**config.mk**
```make
export PLATFORM = sky130hd
export DESIGN_NAME = tfn_queue
export DESIGN_NICKNAME = d
export VERILOG_FILES = /design/src/sv/tfn_pkg.sv /design/src/sv/tfn_queue.sv
export SDC_FILE = /design/constraint.sdc
export NUM_CORES = 1
export LEC_CHECK = 0
export ABC_AREA = 0
export BUFFER_PORTS_ARGS = -buffer_cell sky130_fd_sc_hd__buf_2
export CAP_MARGIN = 20
export CORE_MARGIN = 2
export CORE_UTILIZATION = 51
export CTS_CLUSTER_DIAMETER = 100
export DETAILED_ROUTE_END_ITERATION = 12
export PLACE_DENSITY = 0.7
export RECOVER_POWER = 50
export SYNTH_ARGS = -nofsm -noshare
export SYNTH_HDL_FRONTEND = slang
export SYNTH_SLANG_ARGS = --single-unit
```
**constraint.sdc**
```tcl
create_clock -name clk -period 6.8 [get_ports clk]
set_input_delay 0.68 -clock clk [delete_from_list [all_inputs] [get_ports clk]]
set_output_delay 0.68 -clock clk [all_outputs]
set_load 0.02 [all_outputs]
```
**src/sv/tfn_pkg.sv**
```systemverilog
// types, widths and helpers of the face normal core
`default_nettype none

package tfn_pkg;

    localparam int POS_W      = 32;
    localparam int EDGE_W     = POS_W + 1;
    localparam int PROD_W     = 2 * EDGE_W;
    localparam int CROSS_W    = PROD_W + 1;
    localparam int MANT_W     = 24;
    localparam int SQ_W       = 2 * MANT_W;
    localparam int SUM_W      = SQ_W + 2;
    localparam int REM_W      = SUM_W + 1;
    localparam int NORM_W     = 16;
    localparam int Q_W        = 2 * NORM_W;
    localparam int PP_W       = MANT_W + Q_W;
    localparam int N_W        = SQ_W + Q_W;
    localparam int ROOT_W     = NORM_W;
    localparam int SQ_REM_W   = ROOT_W + 2;
    localparam int DIV_STEPS  = Q_W;
    localparam int SQRT_STEPS = Q_W / 2;
    localparam int BACK_LAT   = 3 + DIV_STEPS + SQRT_STEPS + 1;
    localparam int MIDQ_DEPTH = 4;
    localparam int MIDQ_PTR_W = 2;
    localparam int OUTQ_DEPTH = 2;
    localparam int OUTQ_PTR_W = 1;

    localparam int unsigned SCALE_I = (1 << (NORM_W - 1)) - 1;
    localparam logic [NORM_W-1:0] NORM_SCALE = NORM_W'(SCALE_I);
    // (2 * scale)^2, the numerator factor of the squared rounding bound
    localparam logic [Q_W-1:0] NORM_C = Q_W'(64'(SCALE_I) * 64'(SCALE_I) * 64'd4);

    typedef logic signed [POS_W-1:0]   pos_t;
    typedef logic signed [EDGE_W-1:0]  edge_t;
    typedef logic signed [PROD_W-1:0]  prod_t;
    typedef logic signed [CROSS_W-1:0] cross_t;
    typedef logic [CROSS_W-1:0]        mag_t;
    typedef mag_t [2:0]                mag_vec_t;
    typedef logic [MANT_W-1:0]         mant_t;

    typedef struct packed {
        logic [2:0]  neg;
        logic        degen;
        mant_t [2:0] m;
    } front_item_t;

    typedef struct packed {
        logic       valid;
        logic [2:0] neg;
        logic       degen;
    } side_t;

    typedef struct packed {
        logic signed [NORM_W-1:0] nx;
        logic signed [NORM_W-1:0] ny;
        logic signed [NORM_W-1:0] nz;
        logic                     degen;
    } result_t;

    // shift all three magnitudes by w while the largest still needs it
    function automatic mag_vec_t norm_step(mag_vec_t mg, int unsigned w);
        mag_t     orv;
        mag_vec_t r;
        orv = mg[0] | mg[1] | mg[2];
        r   = mg;
        if ((orv >> (MANT_W - 1 + w)) != '0) begin
            for (int i = 0; i < 3; i++) begin
                r[i] = mg[i] >> w;
            end
        end
        return r;
    endfunction

endpackage

`default_nettype wire

```
**src/sv/tfn_queue.sv**
```systemverilog
// short queue of classified triangles between front and back
`default_nettype none

module tfn_queue (
    input  wire logic                  clk,
    input  wire logic                  rst_n,
    input  wire logic                  in_valid,
    input  wire tfn_pkg::front_item_t  in_item,
    output logic                       in_ready,
    output logic                       out_valid,
    output tfn_pkg::front_item_t       out_item,
    input  wire logic                  out_pop
);

    tfn_pkg::front_item_t               mem [tfn_pkg::MIDQ_DEPTH];
    logic [tfn_pkg::MIDQ_PTR_W-1:0]     wr_ptr_reg;
    logic [tfn_pkg::MIDQ_PTR_W-1:0]     rd_ptr_reg;
    logic [tfn_pkg::MIDQ_PTR_W:0]       count_reg;
    logic [tfn_pkg::MIDQ_PTR_W:0]       count_next;
    logic                               do_push;
    logic                               do_pop;

    assign in_ready  = count_reg != (tfn_pkg::MIDQ_PTR_W + 1)'(tfn_pkg::MIDQ_DEPTH);
    assign out_valid = count_reg != '0;
    assign do_push   = in_valid && in_ready;
    assign do_pop    = out_pop && out_valid;
    assign out_item  = mem[rd_ptr_reg];

    always_comb
    begin
        count_next = count_reg;
        if (do_push && !do_pop)
        begin
            count_next = count_reg + (tfn_pkg::MIDQ_PTR_W + 1)'(1);
        end
        else if (do_pop && !do_push)
        begin
            count_next = count_reg - (tfn_pkg::MIDQ_PTR_W + 1)'(1);
        end
    end

    always_ff @(posedge clk or negedge rst_n)
    begin
        if (!rst_n)
        begin
            wr_ptr_reg <= '0;
            rd_ptr_reg <= '0;
            count_reg  <= '0;
        end
        else
        begin
            count_reg <= count_next;
            if (do_push)
            begin
                wr_ptr_reg <= wr_ptr_reg + tfn_pkg::MIDQ_PTR_W'(1);
            end
            if (do_pop)
            begin
                rd_ptr_reg <= rd_ptr_reg + tfn_pkg::MIDQ_PTR_W'(1);
            end
        end
    end

    always_ff @(posedge clk)
    begin
        if (do_push)
        begin
            mem[wr_ptr_reg] <= in_item;
        end
    end

endmodule

`default_nettype wire

```
# [After elaboration in Yosys (flattened, before gate mapping)]
# Memories as Yosys holds them, arrays and structs flattened.
# Cells that the tools add are included.
[op_classes] reduce_logical=8 n_eq_ne=1 n_mux=4 addsub=4
[op_table] operator="$mux 3" count=2
[op_table] operator="$add 2x1->2 const B" count=2
[op_table] operator="$logic_and 1x1->1" count=4
[op_table] operator="$add 3x1->3 const B" count=1
[op_table] operator="$ne 3x3->1 const B" count=1
[op_table] operator="$reduce_bool 3->1" count=1
[op_table] operator="$sub 3x1->3 const B" count=1
[op_table] operator="$logic_not 1->1" count=2
[op_table] operator="$mux 1" count=2
[op_table] operator="$reduce_bool 2->1" count=1
[totals] ramBits=304 input_bits=80 reg_bits=7 word_cells=21 output_inout_bits=78 memories=1
[mem_list] memory="mem" depth=4 width=76 rd=1 rd_clocked_by_memory_dff=0 write_ports=1 line_no="tfn_queue.sv:15" rtl="tfn_pkg::front_item_t mem [tfn_pkg::MIDQ_DEPTH];"

# [Depth between registers and ports, before layout]
# Gate-level depths: netlist of the first run.
[logic_depth] word_depth=6 ltp_mapped=8

# [Worst setup path before layout of the first run]
# No wires, ideal clock.
[synth_timing] kind="input to register" start="input port in_valid" end="memory mem[0][0] (netlist name) (enable)" required_ns=6.357 slack_ns=3.597 setup_time_ns=0.443 cell_stages=2 arrival_time_ns=2.760 path_cell_list="a21boi_2 -> and2_1"
[synth_between] elab_chain_len=3
[synth_lines] element="start: declaration" line_no="tfn_queue.sv:7" rtl="input wire logic in_valid,"
[synth_lines] element="$logic_and 1x1->1" line_no="tfn_queue.sv:25" rtl="assign do_push = in_valid && in_ready;"
[synth_lines] element="$mux 1" line_no="tfn_queue.sv:66" rtl="if (do_push)"
[synth_lines] element="$mux 1 (not written as such)" line_no="tfn_queue.sv:68" rtl="mem[wr_ptr_reg] <= in_item;"
[synth_lines] element="end: declaration" line_no="tfn_queue.sv:15"
# No other way between the ends.

==> results.py, run 1 <==
metrics = {
    "clocking": {
        "cts_htree_levels": 1,
        "clkSlewWorstSetupHoldPaths_ns": 0.06,
        "clockBufferDepth": 3,
        "postCtsSetupRepairBufs": 0,
        "cts_resized": 0,
        "cts-buffers-inserted": 30,
        "root_buffer": "clkbuf_16",
        "cts_sinks": 311,
        "cts_tree": "done",
        "clock_latency_ns": 0.53,
    },
    "sta": {
        "relSlewSlack_pct": -45.0,
        "rsz0062_at_grt": "false",
        "clock_skew_ns": 0.00781,
        "finalCriticalPeriod_ns": 4.82,
        "tightest_slew_ns": 2.17,
        "slew_violations": 93,
        "finalCritPeriodShare_pct": 70.9,
        "setup_tns_ns": 0,
        "fin_ws_ns": 1.98,
        "setup-violations-final": 0,
        "fmax_mhz": 207,
        "hold_viol_final": 0,
    },
    "worst_setup_path": {
        "worstPathArrival_ns": 4.14,
        "crit_type": "reg2out",
        "cp-start-kind": "flip-flop",
        "r2r_end": "mem[3][13]",
        "r2r-start": "count_reg[0]",
        "worst_path_max_delay_cell": "dfrtp_1",
        "crit_chain": "buf_4, mux4_2, buf_2",
        "cpPeakStageDelay_ns": 1.81,
        "worst_ep_required_time_ns": 6.12,
        "r2r_slack_ns": 2.69,
        "reg2regPathDepth": 4,
        "critPathMaxFanout": 45,
        "end_kind": "output pin",
    },
    "global_routing": {
        "grt_pass1_vias": 5511,
        "antenna_found_initial": 2,
        "grt_pass1_wl_um": 30900,
        "overflow": 0,
        "grt_max_degree": 78,
        "grt_use_total_pct": 17.1,
    },
    "floorplanning": {
        "ios": 158,
        "dieArea_um2": 23500,
        "fp-row-count": 54,
        "core_um2": 21900,
        "start_util_pct": 52.0,
        "die_h_um": 153,
        "fp.dieW_um": 153,
    },
    "layout": {
        "nNetsFinal": 697,
        "largest_reg_flops": 304,
        "synthToLayoutAreaGrowth_pct": 16.8,
        "layout-drive-gt1-share_pct": 32.3,
    },
    "power_and_ir_drop": {
        "finalPower_w": 0.00609,
        "p_leak_nw": 4.36,
        "p_per_area_nw_per_um2": 458,
        "ir_drop_mv": 0.226,
    },
    "logic_synthesis": {
        "ys_async_sr_fraction_pct": 2.25,
        "yosysTopAreaCell": "edfxtp_1",
        "yosysMostFrequentCell": "edfxtp_1",
        "synth-seq-cells": 311,
        "syn_inst": 433,
        "synth_commonest_cells": "edfxtp_1, mux4_2, buf_2",
        "synth_fp_nets": 519,
        "ys_seq_area_share_pct": 81.7,
        "synth_area_leaders": "edfxtp_1, mux4_2, dfrtp_1",
        "syn_area_um2": 11400,
        "syn_avg_cell_area_um2": 26.3,
        "yosysWarnings": 0,
        "synth_edf_count": 304,
        "synth_flop_cell": "edfxtp_1",
        "synth_top_area_share_pct": 80.2,
        "synth.distinct_cells": 21,
    },
    "placed_design": {
        "place.gp.congestion": 0.669,
        "portBuffers": 157,
        "preCtsSetupSlack_ns": 3.47,
        "dp_hpwl_um": 11700,
    },
    "detailed_routing": {
        "ant_nets": 0,
        "drt-initial-drc-count": 278,
        "num_vias": 5060,
        "vias_per_cell": 5.52,
        "drc": 0,
        "wl_per_cell_um": 21.9,
        "dr.pass1.iters": 6,
        "routed_wl_um": 20000,
    },
    "status": {
        "violations": "max-capacitance violations, max-slew violations",
        "run_status": "finished, violations left",
    },
    "run": {
        "cap_violations": 3,
    },
    "min_path": {
        "holdPathEnd": "mem[2][44]",
        "hp-start": "in_item[44]",
        "hp-class": "in2reg",
        "min_path_cells": 1,
    },
}
logic make-up after synthesis:
logic type	after synthesis	synth area share, %
xor+xnor	6	0.461
flops	311	81.7
simple gates	10	0.451
buf+inv	21	1.33
fa+ha+maj	6	0.725
compound gates	1	0.0989
mux	78	15.2
worst max-delay path, delay by kind of cell (launching register included):
family,cells,cell delay [ns]
flip-flops,1,1.81
buffers and inverters,2,1.10
multiplexers,1,0.64
stage by stage:
step,util [%],instance area (µm²),instances,hold WS [ns]
after global placement,56.8,12400,857,0.509
after detailed placement,56.8,12400,857,0.516
after floorplan,-,11400,433,0.384
after CTS,61.1,13400,914,0.330
after global routing,60.8,13300,916,0.377
final,60.8,13300,916,0.405
placed cells by master (no fill, tap or decap), types with 3 or more instances in the layout:
master     netlist  final
edfxtp_1       304    304
clkbuf_1         3     89
buf_2            8     80
mux4_2          76     76
clkbuf_16        0     31
clkinv_1         0      6
dfrtp_1          7      6
ha_1             5      5
buf_4            3      5
xnor2_1          4      4
inv_1            3      3
clkinv_2         0      3
clkbuf_8         0      3
report_power, final:
part | internal, W | switching, W
Clock | 0.000904 | 0.000644
Combinational | 0.000761 | 0.00107
Sequential | 0.00254 | 0.000166
Total | 0.00421 | 0.00188
what timing repair did:
| action | 4_1_cts | 5_1_grt |
|---|---|---|
| setup endpoints to repair | 0 | 0 |
| hold buffers | 1 | 0 |
| hold endpoints to repair | 7 | 0 |
how the worst max path moves through the flow:
stage          cells past startpoint          start  slack [ns]           end
4_1_cts                            3  rd_ptr_reg[0]        2.88  out_item[30]
5_1_grt                            3  rd_ptr_reg[0]        1.47  out_item[30]
2_1_floorplan                      2       in_valid        3.60     mem[0][0]
3_5_place_dp                       3  rd_ptr_reg[0]        3.47  out_item[26]
6_report                           3  rd_ptr_reg[0]        1.98  out_item[30]
3_3_place_gp                       3  rd_ptr_reg[0]        3.48  out_item[26]
routing by layer:
metal | routed length [µm] | vias up | part of all wire, % | GRT usage (%)
met2 | 10100 | 147 | 51 | 28.9
li1 | - | 2217 | - | -
met4 | 357 | 2 | 1.8 | 4.46
met1 | 8360 | 2664 | 42 | 23.2
met5 | 13 | - | 0.065 | 0
met3 | 1180 | 30 | 5.9 | 3.43
cell type report:
| cell class | instances | area [µm²] |
|---|---|---|
| diodes | 1 | 2.50 |
| clock buffers | 46 | 862 |
| clock inverters | 10 | 67.6 |
| fillers | 1563 | 8590 |
| inverters | 3 | 11.3 |
| multi-input cells | 101 | 1930 |
| flip-flops and latches | 311 | 9310 |
| well taps | 280 | 350 |
| repair buffers | 164 | 764 |
Note: power is estimated with default switching activity, not from simulation.
==> run 2, diff against run 1 <==
- PLACE_DENSITY: 0.7 -> 0.73
- clock period: 6.8 -> 4 ns (I/O delays scaled with it)
==> run 2 against run 1 <==
Effect of this change:
- the run now ends clean
- wire length shrank 2.0%
- setup slack got worse by 0.80 ns
- non-clock buffer count is 5 higher
- register-to-register slack worse by 1.5 ns
- cell count grew 0.11%
- combinational power increased by 72%
- critical endpoint is now mem[2][15]
- largest cell class unchanged
==> results.py, run 2 (synthesized netlist as in run 1, its figures left out) <==
metrics = {
    "floorplanning": {
        "fp.dieW_um": 153,
        "start_util_pct": 52.0,
        "core_um2": 21900,
        "fp-row-count": 54,
        "die_h_um": 153,
        "ios": 158,
        "dieArea_um2": 23500,
    },
    "global_routing": {
        "overflow": 0,
        "grt_pass1_wl_um": 30700,
        "grt_use_total_pct": 16.8,
        "grt_max_degree": 78,
        "antenna_found_initial": 1,
        "grt_pass1_vias": 5600,
    },
    "placed_design": {
        "place.gp.congestion": 0.752,
        "placed_cell_area_um2": 12500,
        "dp.cells": 862,
        "dp_hpwl_um": 11700,
        "preCtsSetupSlack_ns": 1.60,
        "portBuffers": 157,
    },
    "sta": {
        "tightest_slew_ns": 0.953,
        "setup_tns_ns": 0,
        "hold_viol_final": 0,
        "setup-violations-final": 0,
        "finalCritPeriodShare_pct": 70.5,
        "slew_violations": 0,
        "finalCriticalPeriod_ns": 2.82,
        "relSlewSlack_pct": 35.9,
        "clock_skew_ns": 0.00640,
        "fin_ws_ns": 1.18,
        "rsz0062_at_grt": "false",
        "fmax_mhz": 354,
    },
    "layout": {
        "nNetsFinal": 702,
        "finalInstanceArea_um2": 13300,
        "fin_cells": 917,
        "synthToLayoutAreaGrowth_pct": 17.2,
        "largest_reg_flops": 304,
        "final_util_pct": 61.0,
        "layout-drive-gt1-share_pct": 33.2,
        "final_cell_mix": "edfxtp_1, clkbuf_1, buf_2, mux4_2, clkbuf_16",
        "layout_commonest_cell": "edfxtp_1",
    },
    "power_and_ir_drop": {
        "ir_drop_mv": 0.498,
        "p_per_area_nw_per_um2": 778,
        "p_leak_nw": 4.39,
    },
    "clocking": {
        "clockBufferDepth": 3,
        "cts_sinks": 311,
        "root_buffer": "clkbuf_16",
        "clock_latency_ns": 0.54,
        "cts_tree": "done",
        "clkSlewWorstSetupHoldPaths_ns": 0.06,
        "cts_htree_levels": 1,
        "cts_resized": 0,
        "cts-buffers-inserted": 30,
    },
    "min_path": {
        "hp-class": "in2reg",
    },
    "detailed_routing": {
        "num_vias": 5018,
        "ant_nets": 0,
        "drc": 0,
        "wl_per_cell_um": 21.4,
        "routed_wl_um": 19600,
        "drt-initial-drc-count": 295,
        "vias_per_cell": 5.47,
        "dr.pass1.iters": 5,
    },
    "worst_setup_path": {
        "cp-start-kind": "flip-flop",
        "worst_ep_required_time_ns": 4.18,
        "crit_type": "reg2reg",
        "worstPathArrival_ns": 3.00,
        "r2r_slack_ns": 1.18,
        "critPathMaxFanout": 38,
        "end_kind": "flip-flop",
    },
    "status": {
        "run_status": "finished clean",
    },
    "run": {
        "cap_violations": 0,
    },
}
run 2: cell count changes in the layout (fill, tap and decap cells not counted), sizes merged:
cell    previous run  this run
buf               86        90
clkinv             9        11
bufinv             1         2
inv                3         5
clkbuf           123       115
run 2: cell type report:
| cell class | instances | area [µm²] |
|---|---|---|
| flip-flops and latches | 311 | 9310 |
| fillers | 1581 | 8540 |
| well taps | 280 | 350 |
| diodes | 1 | 2.50 |
| repair buffers | 169 | 813 |
| clock buffers | 37 | 798 |
| multi-input cells | 101 | 1940 |
| inverters | 3 | 11.3 |
| clock inverters | 15 | 121 |
run 2: final timing paths:
kind,depth (start not counted),to,from
max in group asynchronous,2,rd_ptr_reg[1],rst_n
worst min-delay path,1,mem[2][52],in_item[52]
worst max register to register,4,mem[2][15],count_reg[0]
min in group asynchronous,2,count_reg[0],rst_n
worst max-delay path,4,mem[2][15],count_reg[0]
worst min register to register,1,count_reg[2],count_reg[2]
run 2: per-stage QoR:
step           total power (W)  hold WS, ns
4_1_cts                 0.0106       0.0456
2_1_floorplan          0.00692        0.104
3_5_place_dp           0.00790        0.242
6_report                0.0104        0.123
3_3_place_gp           0.00780        0.233
5_1_grt                 0.0109        0.109
run 2: timing repair:
action                     CTS  global route
setup endpoints to repair    0             0
setup buffers                0             0
hold endpoints to repair     7             0
hold buffers                 1             0
run 2: metal layers:
metal / GRT usage, % / wire length, µm
met5: 0 / 0
met2: 30.2 / 10400
met3: 4.08 / 1300
met4: 4.11 / 390
met1: 20.7 / 7590
run 2: worst max-delay path, cell delays in order (launching register included):
cell and delay, ns:
dfrtp_1 0.43, nor2_1 0.09, a21boi_0 0.76, and2_4 0.66, buf_4 0.52
run 2: report_power, final:
group	internal (W)	switching, W
clock	0.00153	0.00110
combinational	0.00132	0.00185
sequential	0.00432	0.000263
total	0.00717	0.00321
